`config.mk`:
```
export PLATFORM = sky130hd
export DESIGN_NAME = hpack_dynamic_table_manager_unit
export DESIGN_NICKNAME = d
export VERILOG_FILES = /design/src/rtl/core/hdtm_pkg.sv /design/src/rtl/core/hpack_dynamic_table_manager_unit.sv /design/src/rtl/core/hdtm_ram.sv /design/src/rtl/core/hdtm_ctrl.sv /design/src/rtl/core/hdtm_datapath.sv
export SDC_FILE = /design/constraint.sdc
export NUM_CORES = 2
export LEC_CHECK = 0
export BUFFER_PORTS_ARGS = -buffer_cell sky130_fd_sc_hd__buf_2
export CAP_MARGIN = 15
export CELL_PAD_IN_SITES_DETAIL_PLACEMENT = 1
export CELL_PAD_IN_SITES_GLOBAL_PLACEMENT = 1
export CORE_ASPECT_RATIO = 0.5
export CORE_MARGIN = 2
export CORE_UTILIZATION = 50
export CTS_CLUSTER_SIZE = 12
export DETAILED_ROUTE_END_ITERATION = 6
export PLACE_DENSITY_LB_ADDON = 0.25
export SLEW_MARGIN = 5
export SYNTH_ARGS = -nofsm -noshare
export SYNTH_HDL_FRONTEND = slang
export SYNTH_SLANG_ARGS = --single-unit
```
`constraint.sdc`:
```
create_clock -name clk -period 32.6 [get_ports clk]
set_input_delay 4.89 -clock clk [delete_from_list [all_inputs] [get_ports clk]]
set_output_delay 4.89 -clock clk [all_outputs]
set_load 0.05 [all_outputs]
```
`src/rtl/core/hdtm_pkg.sv`:
```
package hdtm_pkg;

    localparam int MAX_ENTRIES    = 256;
    localparam int STATIC_ENTRIES = 62;
    localparam int ENTRY_OVERHEAD = 32;

    localparam int SLOT_W  = $clog2(MAX_ENTRIES);
    localparam int COUNT_W = $clog2(MAX_ENTRIES) + 1;
    localparam int LEN_W   = 16;
    localparam int TOTAL_W = 18;
    localparam int SPOS_W  = 6;

    localparam logic [LEN_W-1:0] SIZE_RESET = 16'd4096;

    typedef logic [SLOT_W-1:0]  slot_t;
    typedef logic [COUNT_W-1:0] count_t;
    typedef logic [LEN_W-1:0]   len_t;
    typedef logic [TOTAL_W-1:0] total_t;

    typedef enum logic [1:0] {
        OP_ADD     = 2'd0,
        OP_SET_MAX = 2'd1,
        OP_RESOLVE = 2'd2,
        OP_NOP     = 2'd3
    } op_t;

    typedef enum logic [1:0] {
        ST_OK         = 2'd0,
        ST_BAD_INDEX  = 2'd1,
        ST_OVER_LIMIT = 2'd2
    } status_t;

    // controller to datapath
    typedef struct packed {
        logic load;
        logic exec;
        logic read;
        logic sub;
        logic store;
    } ctrl_cmd_t;

    // datapath to controller
    typedef struct packed {
        logic go_check;
        logic evict_needed;
        logic is_add;
    } dp_status_t;

endpackage

```
`src/rtl/core/hpack_dynamic_table_manager_unit.sv`:
```
// channel   direction  handshake                      payload
// item in   input      start & !busy at clock edge    opcode, name_length, value_length,
//                                                     new_max_size, table_index
// item out  output     done high for one cycle        status, entry_kind, static_position,
//                                                     slot_address, evicted_count,
//                                                     table_cleared, entry_count, used_size
// config    input      cfg_write_enable at edge       cfg_write_data (max size limit)
//
// a resolve, opcode 3, a rejected size update or an oversized add goes from execute straight
// to done; a size update also passes check, and an add passes check and store, with a read,
// a subtract and a check again for each evicted entry
// eviction walks the oldest entries one at a time through the size ram read port
// rst_n is asynchronous; reset empties the table and sets size and limit to 4096
// the size ram needs no clearing since only held entries are ever read
// results cannot be stalled: done lasts exactly one cycle; the result ports hold until the next item is taken
module hpack_dynamic_table_manager_unit (
    input  logic                          clk,
    input  logic                          rst_n,
    // item in
    input  logic                          start,
    output logic                          busy,
    input  logic [1:0]                    opcode,
    input  logic [hdtm_pkg::LEN_W-1:0]    name_length,
    input  logic [hdtm_pkg::LEN_W-1:0]    value_length,
    input  logic [hdtm_pkg::LEN_W-1:0]    new_max_size,
    input  logic [hdtm_pkg::LEN_W-1:0]    table_index,
    // item out
    output logic                          done,
    output logic [1:0]                    status,
    output logic                          entry_kind,
    output logic [hdtm_pkg::SPOS_W-1:0]   static_position,
    output logic [hdtm_pkg::SLOT_W-1:0]   slot_address,
    output logic [hdtm_pkg::COUNT_W-1:0]  evicted_count,
    output logic                          table_cleared,
    output logic [hdtm_pkg::COUNT_W-1:0]  entry_count,
    output logic [hdtm_pkg::LEN_W-1:0]    used_size,
    // config
    input  logic                          cfg_write_enable,
    input  logic [hdtm_pkg::LEN_W-1:0]    cfg_write_data
);

    import hdtm_pkg::*;

    // command and status between sequencer and datapath
    ctrl_cmd_t  cmd;
    dp_status_t sts;

    // sequencer: idle, execute, check / read / subtract loop, store, done
    hdtm_ctrl u_ctrl (
        .clk   (clk),
        .rst_n (rst_n),
        .start (start),
        .sts   (sts),
        .cmd   (cmd),
        .busy  (busy),
        .done  (done)
    );

    // bookkeeping registers, size ram and result registers
    hdtm_datapath u_datapath (
        .clk              (clk),
        .rst_n            (rst_n),
        .cmd              (cmd),
        .sts              (sts),
        .cfg_write_enable (cfg_write_enable),
        .cfg_write_data   (cfg_write_data),
        .opcode           (opcode),
        .name_length      (name_length),
        .value_length     (value_length),
        .new_max_size     (new_max_size),
        .table_index      (table_index),
        .status           (status),
        .entry_kind       (entry_kind),
        .static_position  (static_position),
        .slot_address     (slot_address),
        .evicted_count    (evicted_count),
        .table_cleared    (table_cleared),
        .entry_count      (entry_count),
        .used_size        (used_size)
    );

endmodule

```
`src/rtl/core/hdtm_ram.sv`:
```
module hdtm_ram #(
    parameter int WIDTH = 16,
    parameter int DEPTH = 256
) (
    input  logic                     clk,
    input  logic                     we,
    input  logic [$clog2(DEPTH)-1:0] waddr,
    input  logic [WIDTH-1:0]         wdata,
    input  logic                     re,
    input  logic [$clog2(DEPTH)-1:0] raddr,
    output logic [WIDTH-1:0]         rdata
);

    logic [WIDTH-1:0] mem [DEPTH];
    logic [WIDTH-1:0] rdata_reg;

    always_ff @(posedge clk)
    begin
        if (we)
        begin
            mem[waddr] <= wdata;
        end
        if (re)
        begin
            rdata_reg <= mem[raddr];
        end
    end

    assign rdata = rdata_reg;

endmodule

```
`src/rtl/core/hdtm_ctrl.sv`:
```
module hdtm_ctrl (
    input  logic                clk,
    input  logic                rst_n,
    input  logic                start,
    input  hdtm_pkg::dp_status_t sts,
    output hdtm_pkg::ctrl_cmd_t cmd,
    output logic                busy,
    output logic                done
);

    import hdtm_pkg::*;

    typedef enum logic [6:0] {
        S_IDLE  = 7'b0000001,
        S_EXEC  = 7'b0000010,
        S_CHECK = 7'b0000100,
        S_READ  = 7'b0001000,
        S_SUB   = 7'b0010000,
        S_STORE = 7'b0100000,
        S_DONE  = 7'b1000000
    } state_t;

    state_t state_reg;
    state_t state_next;

    always_comb
    begin
        state_next = state_reg;
        cmd        = '0;
        case (state_reg)
            S_IDLE:
            begin
                if (start)
                begin
                    cmd.load   = 1'b1;
                    state_next = S_EXEC;
                end
            end
            S_EXEC:
            begin
                cmd.exec   = 1'b1;
                state_next = sts.go_check ? S_CHECK : S_DONE;
            end
            S_CHECK:
            begin
                if (sts.evict_needed)
                begin
                    state_next = S_READ;
                end
                else if (sts.is_add)
                begin
                    state_next = S_STORE;
                end
                else
                begin
                    state_next = S_DONE;
                end
            end
            S_READ:
            begin
                cmd.read   = 1'b1;
                state_next = S_SUB;
            end
            S_SUB:
            begin
                cmd.sub    = 1'b1;
                state_next = S_CHECK;
            end
            S_STORE:
            begin
                cmd.store  = 1'b1;
                state_next = S_DONE;
            end
            S_DONE:
            begin
                state_next = S_IDLE;
            end
            default:
            begin
                state_next = S_IDLE;
            end
        endcase
    end

    always_ff @(posedge clk or negedge rst_n)
    begin
        if (!rst_n)
        begin
            state_reg <= S_IDLE;
        end
        else
        begin
            state_reg <= state_next;
        end
    end

    assign busy = (state_reg != S_IDLE);
    assign done = (state_reg == S_DONE);

endmodule

```
`src/rtl/core/hdtm_datapath.sv`:
```
module hdtm_datapath (
    input  logic                           clk,
    input  logic                           rst_n,
    input  hdtm_pkg::ctrl_cmd_t            cmd,
    output hdtm_pkg::dp_status_t           sts,
    input  logic                           cfg_write_enable,
    input  logic [hdtm_pkg::LEN_W-1:0]     cfg_write_data,
    input  logic [1:0]                     opcode,
    input  logic [hdtm_pkg::LEN_W-1:0]     name_length,
    input  logic [hdtm_pkg::LEN_W-1:0]     value_length,
    input  logic [hdtm_pkg::LEN_W-1:0]     new_max_size,
    input  logic [hdtm_pkg::LEN_W-1:0]     table_index,
    output logic [1:0]                     status,
    output logic                           entry_kind,
    output logic [hdtm_pkg::SPOS_W-1:0]    static_position,
    output logic [hdtm_pkg::SLOT_W-1:0]    slot_address,
    output logic [hdtm_pkg::COUNT_W-1:0]   evicted_count,
    output logic                           table_cleared,
    output logic [hdtm_pkg::COUNT_W-1:0]   entry_count,
    output logic [hdtm_pkg::LEN_W-1:0]     used_size
);

    import hdtm_pkg::*;

    // latched item
    op_t    op_reg;
    len_t   name_len_reg;
    len_t   value_len_reg;
    len_t   new_max_reg;
    len_t   index_reg;

    // table bookkeeping
    slot_t  newest_reg,  newest_next;
    count_t held_reg,    held_next;
    total_t total_reg,   total_next;
    len_t   ceiling_reg, ceiling_next;
    len_t   limit_reg;

    // result
    status_t             status_reg,  status_next;
    logic                kind_reg,    kind_next;
    logic [SPOS_W-1:0]   spos_reg,    spos_next;
    slot_t               slot_reg,    slot_next;
    count_t              evicted_reg, evicted_next;
    logic                cleared_reg, cleared_next;

    total_t esize;
    logic   oversize;
    logic   over_limit;
    len_t   dyn_index;
    slot_t  oldest_slot;
    slot_t  store_slot;
    len_t   rd_size;

    assign esize       = TOTAL_W'(ENTRY_OVERHEAD) + TOTAL_W'(name_len_reg)
                         + TOTAL_W'(value_len_reg);
    assign oversize    = (esize > TOTAL_W'(ceiling_reg));
    assign over_limit  = (new_max_reg > limit_reg);
    assign dyn_index   = index_reg - LEN_W'(STATIC_ENTRIES);
    assign oldest_slot = newest_reg + held_reg[SLOT_W-1:0] - SLOT_W'(1);
    assign store_slot  = newest_reg - SLOT_W'(1);

    assign sts.is_add       = (op_reg == OP_ADD);
    assign sts.go_check     = ((op_reg == OP_ADD) && !oversize)
                              || ((op_reg == OP_SET_MAX) && !over_limit);
    // fit eviction and full-ring eviction both take the oldest entry
    assign sts.evict_needed = (held_reg != '0)
                              && ((total_reg > TOTAL_W'(ceiling_reg))
                                  || ((op_reg == OP_ADD)
                                      && (held_reg == COUNT_W'(MAX_ENTRIES))));

    hdtm_ram #(
        .WIDTH (LEN_W),
        .DEPTH (MAX_ENTRIES)
    ) u_sizes (
        .clk   (clk),
        .we    (cmd.store),
        .waddr (store_slot),
        .wdata (esize[LEN_W-1:0]),
        .re    (cmd.read),
        .raddr (oldest_slot),
        .rdata (rd_size)
    );

    always_comb
    begin
        newest_next  = newest_reg;
        held_next    = held_reg;
        total_next   = total_reg;
        ceiling_next = ceiling_reg;
        status_next  = status_reg;
        kind_next    = kind_reg;
        spos_next    = spos_reg;
        slot_next    = slot_reg;
        evicted_next = evicted_reg;
        cleared_next = cleared_reg;

        if (cmd.load)
        begin
            status_next  = ST_OK;
            kind_next    = 1'b0;
            spos_next    = '0;
            slot_next    = '0;
            evicted_next = '0;
            cleared_next = 1'b0;
        end

        if (cmd.exec)
        begin
            case (op_reg)
                OP_ADD:
                begin
                    if (oversize)
                    begin
                        evicted_next = held_reg;
                        held_next    = '0;
                        total_next   = '0;
                        cleared_next = 1'b1;
                    end
                    else
                    begin
                        total_next = total_reg + esize;
                    end
                end
                OP_SET_MAX:
                begin
                    if (over_limit)
                    begin
                        status_next = ST_OVER_LIMIT;
                    end
                    else
                    begin
                        ceiling_next = new_max_reg;
                    end
                end
                OP_RESOLVE:
                begin
                    if (index_reg == '0)
                    begin
                        status_next = ST_BAD_INDEX;
                    end
                    else if (index_reg < LEN_W'(STATIC_ENTRIES))
                    begin
                        spos_next = index_reg[SPOS_W-1:0];
                    end
                    else if (dyn_index < LEN_W'(held_reg))
                    begin
                        kind_next = 1'b1;
                        slot_next = newest_reg + dyn_index[SLOT_W-1:0];
                    end
                    else
                    begin
                        status_next = ST_BAD_INDEX;
                    end
                end
                default:
                begin
                    status_next = ST_OK;
                end
            endcase
        end

        if (cmd.sub)
        begin
            total_next   = total_reg - TOTAL_W'(rd_size);
            held_next    = held_reg - COUNT_W'(1);
            evicted_next = evicted_reg + COUNT_W'(1);
        end

        if (cmd.store)
        begin
            newest_next = store_slot;
            held_next   = held_reg + COUNT_W'(1);
        end
    end

    always_ff @(posedge clk)
    begin
        if (cmd.load)
        begin
            op_reg        <= op_t'(opcode);
            name_len_reg  <= name_length;
            value_len_reg <= value_length;
            new_max_reg   <= new_max_size;
            index_reg     <= table_index;
        end
    end

    always_ff @(posedge clk or negedge rst_n)
    begin
        if (!rst_n)
        begin
            newest_reg  <= '0;
            held_reg    <= '0;
            total_reg   <= '0;
            ceiling_reg <= SIZE_RESET;
            limit_reg   <= SIZE_RESET;
            status_reg  <= ST_OK;
            kind_reg    <= 1'b0;
            spos_reg    <= '0;
            slot_reg    <= '0;
            evicted_reg <= '0;
            cleared_reg <= 1'b0;
        end
        else
        begin
            newest_reg  <= newest_next;
            held_reg    <= held_next;
            total_reg   <= total_next;
            ceiling_reg <= ceiling_next;
            status_reg  <= status_next;
            kind_reg    <= kind_next;
            spos_reg    <= spos_next;
            slot_reg    <= slot_next;
            evicted_reg <= evicted_next;
            cleared_reg <= cleared_next;
            if (cfg_write_enable)
            begin
                limit_reg <= cfg_write_data;
            end
        end
    end

    assign status          = status_reg;
    assign entry_kind      = kind_reg;
    assign static_position = spos_reg;
    assign slot_address    = slot_reg;
    assign evicted_count   = evicted_reg;
    assign table_cleared   = cleared_reg;
    assign entry_count     = held_reg;
    assign used_size       = total_reg[LEN_W-1:0];

endmodule

```
==> results.py <==
metrics = {
    "worst_setup_path": {
        "path_max_fanout": 130,
        "cp.arrival_ns": 8.17,
        "crit_chain": "inv_1 -> ha_1 -> inv_1 -> ha_4 -> buf_4 -> buf_12 -> buf_12 -> buf_4 -> mux4_2 -> mux4_2 -> mux2i_1 -> a22oi_1 -> and4_1",
        "reg2reg_from": "u_datapath.newest_reg[1]",
        "critical_path_class": "reg2reg",
        "r2r_end": "u_datapath.u_sizes.rdata[13]",
        "r2r_cells": 13,
        "cpPeakStageDelay_ns": 0.90,
        "cp_slowest_cell": "buf_4",
        "cp-start-kind": "flop",
        "cp-end-kind": "flop",
        "path_delay_family": "buffers and inverters",
        "crit_buf_inv": 6,
        "r2r_slack_ns": 25.13,
        "cp.required_ns": 33.30,
    },
    "global_route": {
        "grt_pass1_wl_um": 658000,
        "grt_pass1_vias": 86100,
        "grt_start_max_net_pins": 196,
        "antenna_found_initial": 27,
        "grt_usage_pct": 26.9,
        "overflow": 0,
    },
    "clocking": {
        "htree_levels": 5,
        "clockRootBuffer": "clkbuf_16",
        "cts_hold_repair.buffers": 0,
        "post_cts_buffers": 0,
        "clk_path_buf_depth": 4,
        "numCtsBuffers": 405,
        "clkTransAtPathRegs_ns": 0.06,
        "worstSkewPairLatency_ns": 0.98,
        "cts.sinks": 4279,
        "cts.repair.resized": 0,
        "cts_tree": "done",
    },
    "detailed_routing": {
        "first_pass_iters": 6,
        "ant_nets": 0,
        "routedWlPerCell_um": 35.9,
        "drc_errors": 0,
        "first_iter_violations": 11300,
        "routed_wl_um": 462000,
        "vias": 84600,
        "routed_via_density": 6.58,
    },
    "sta": {
        "rsz0062_at_grt": "false",
        "hold_viol": 0,
        "period_needed_ns": 7.47,
        "worst_pin_slew_ns": 1.36,
        "slew_viol_final": 0,
        "timing.fmax_mhz": 134,
        "setup-tns-final_ns": 0,
        "slew_headroom_pct": 9.58,
        "finClkSkew_ns": 0.0602,
        "finalCritPeriodShare_pct": 22.9,
        "setup_violations": 0,
    },
    "die": {
        "fp.dieArea_um2": 343000,
        "io_pins": 140,
        "num_rows": 150,
        "core_area_um2": 335000,
        "die_w_um": 826,
        "start_util_pct": 50.4,
        "die_h_um": 415,
    },
    "layout": {
        "nets": 8489,
        "final_common_cell": "edfxtp_1",
        "multi_input_area_um2": 38900,
        "drive_gt1_share_pct": 28.2,
        "final_area_um2": 188000,
        "final_cell_mix": "edfxtp_1, mux4_2, clkbuf_16, buf_4, nand2_1",
        "area_growth_pct": 11.1,
        "largest_reg_flops": 4096,
        "final-seq-area_um2": 128000,
        "fill_cells": 28300,
    },
    "place": {
        "placedInstanceArea_um2": 177000,
        "gp_congestion": 0.824,
        "hpwl_um": 273000,
        "port_buffers": 139,
    },
    "yosys": {
        "synthCells": 7718,
        "yosysWarnings": 0,
        "synth_seq_cells": 4279,
        "synth-main-ff-cell": "edfxtp_1",
        "synth_area_per_cell_um2": 21.9,
        "synth.distinct_cells": 74,
        "synth-edff-count": 4178,
        "synth_area_um2": 169000,
        "synth_seq_area_share_pct": 75.7,
        "synthArstFlopShare_pct": 2.36,
        "syn-num-nets": 7946,
    },
    "min_path": {
        "min_from": "u_datapath.new_max_reg[15]",
        "holdPathEnd": "u_datapath.ceiling_reg[15]",
        "hold_path_class": "reg2reg",
        "whs_path_depth": 2,
    },
    "flow_run": {
        "cap_viol_max_count": 0,
    },
    "power": {
        "p_per_area_nw_per_um2": 96.9,
        "peakVddDrop_uv": 175,
        "p_leak_nw": 59.4,
        "p_total_mw": 18.2,
    },
    "status": {
        "status": "finished, final reports clean",
    },
}
## layout make-up
cell class	count	share of cell area, %
diodes	13	0.0173
clock buffers	482	5.62
clock inverters	28	0.179
inverters	109	0.222
multi-input cells	2924	20.7
flip-flops and latches	4279	68.2
well taps	4484	2.99
repair buffers	542	2.10
## synthesized netlist by cell type (8+ instances only)
library cell     n  area share, %
nand2b_1         9          0.033
o21a_1          19          0.084
nor4_1          13          0.048
o211ai_1        15          0.067
buf_6           28           0.19
o21ai_0         98           0.29
a21o_1          26           0.12
a32o_1          11          0.065
mux4_2        1253             17
xnor2_1         53           0.27
o2111ai_1       10          0.052
mux2i_1         38           0.23
nand4_1         15          0.056
and3_1          25          0.093
a32oi_1         12          0.062
inv_1          109           0.24
o22ai_1         27           0.10
buf_4           58           0.26
a21oi_1         78           0.23
buf_2          110           0.33
or3_1           17          0.063
a221oi_1         8          0.041
nand2_1        333           0.74
a31oi_1         26          0.096
nand3_1        122           0.36
edfxtp_1      4178             74
a22oi_1         24           0.11
clkbuf_1       182           0.40
nor2_1         355           0.79
buf_1           21          0.047
and2_1           8          0.030
a311oi_1        12          0.062
ha_1           137            1.0
xor2_1          25           0.13
nor2b_1         13          0.048
and4_1           8          0.041
nor3_1          26          0.077
nor3_2          10          0.059
dfrtp_1         98            1.5
a211oi_1        13          0.058
## how the worst max path moves through the flow
stage / from / end / slack (ns) / depth (start not counted)
2_1_floorplan: u_datapath.name_len_reg[5] / u_datapath.evicted_count[4] / 20.60 / 20
3_3_place_gp: u_datapath.entry_count[0] / u_datapath.u_sizes.rdata[15] / 25.23 / 11
3_5_place_dp: u_datapath.entry_count[0] / u_datapath.u_sizes.rdata[15] / 25.19 / 11
4_1_cts: u_ctrl.state_reg[3] / busy / 25.11 / 4
5_1_grt: u_datapath.entry_count[0] / u_datapath.u_sizes.rdata[4] / 24.70 / 12
6_report: u_datapath.newest_reg[1] / u_datapath.u_sizes.rdata[13] / 25.13 / 13
## per-layer routing
metal / global-route usage [%] / routed length (um)
met3: 6.35 / 50300
met5: 0 / 80
met2: 40.9 / 213000
met1: 40.0 / 187000
met4: 6.45 / 11500
## report_power, final
| part | total [mW] | switching (mW) | internal (mW) | leakage, nW |
|---|---|---|---|---|
| logic | 6.29 | 4.39 | 1.90 | 15.1 |
| clock network | 4.22 | 1.95 | 2.26 | 5.31 |
| registers | 7.68 | 0.0418 | 7.64 | 38.9 |
| total | 18.2 | 6.38 | 11.8 | 59.4 |
## metrics by stage
step	instances	utilization, %	worst slack (ns)	hold slack (ns)
2_1_floorplan	7718	-	20.60	0.456
3_3_place_gp	12300	52.8	25.23	0.474
3_5_place_dp	12300	52.8	25.19	0.487
4_1_cts	12800	56.0	25.11	0.515
5_1_grt	12800	56.0	24.70	0.543
6_report	12900	56.0	25.13	0.505
## kinds of logic (layout without fill, tap and decap cells)
group | Yosys count | count (layout) | share of synthesized area, %
buf+inv | 515 | 1161 | 1.55
fa+ha+maj | 142 | 142 | 1.07
compound gates | 427 | 427 | 1.67
mux | 1298 | 1298 | 17.0
xor+xnor | 80 | 80 | 0.430
other cells | 0 | 13 | 0
simple gates | 977 | 977 | 2.55
flops | 4279 | 4279 | 75.7
## worst reg2reg max path, stage by stage, from the launching register on
cell and delay, ns:
dfrtp_1 0.52, inv_1 0.17, ha_1 0.31, inv_1 0.06, ha_4 0.65, buf_4 0.73, buf_12 0.68, buf_12 0.86
buf_4 1.08, mux4_2 0.52, mux4_2 0.53, mux2i_1 0.46, a22oi_1 0.42, and4_1 0.27
Note: power is estimated with default switching activity, not from simulation.
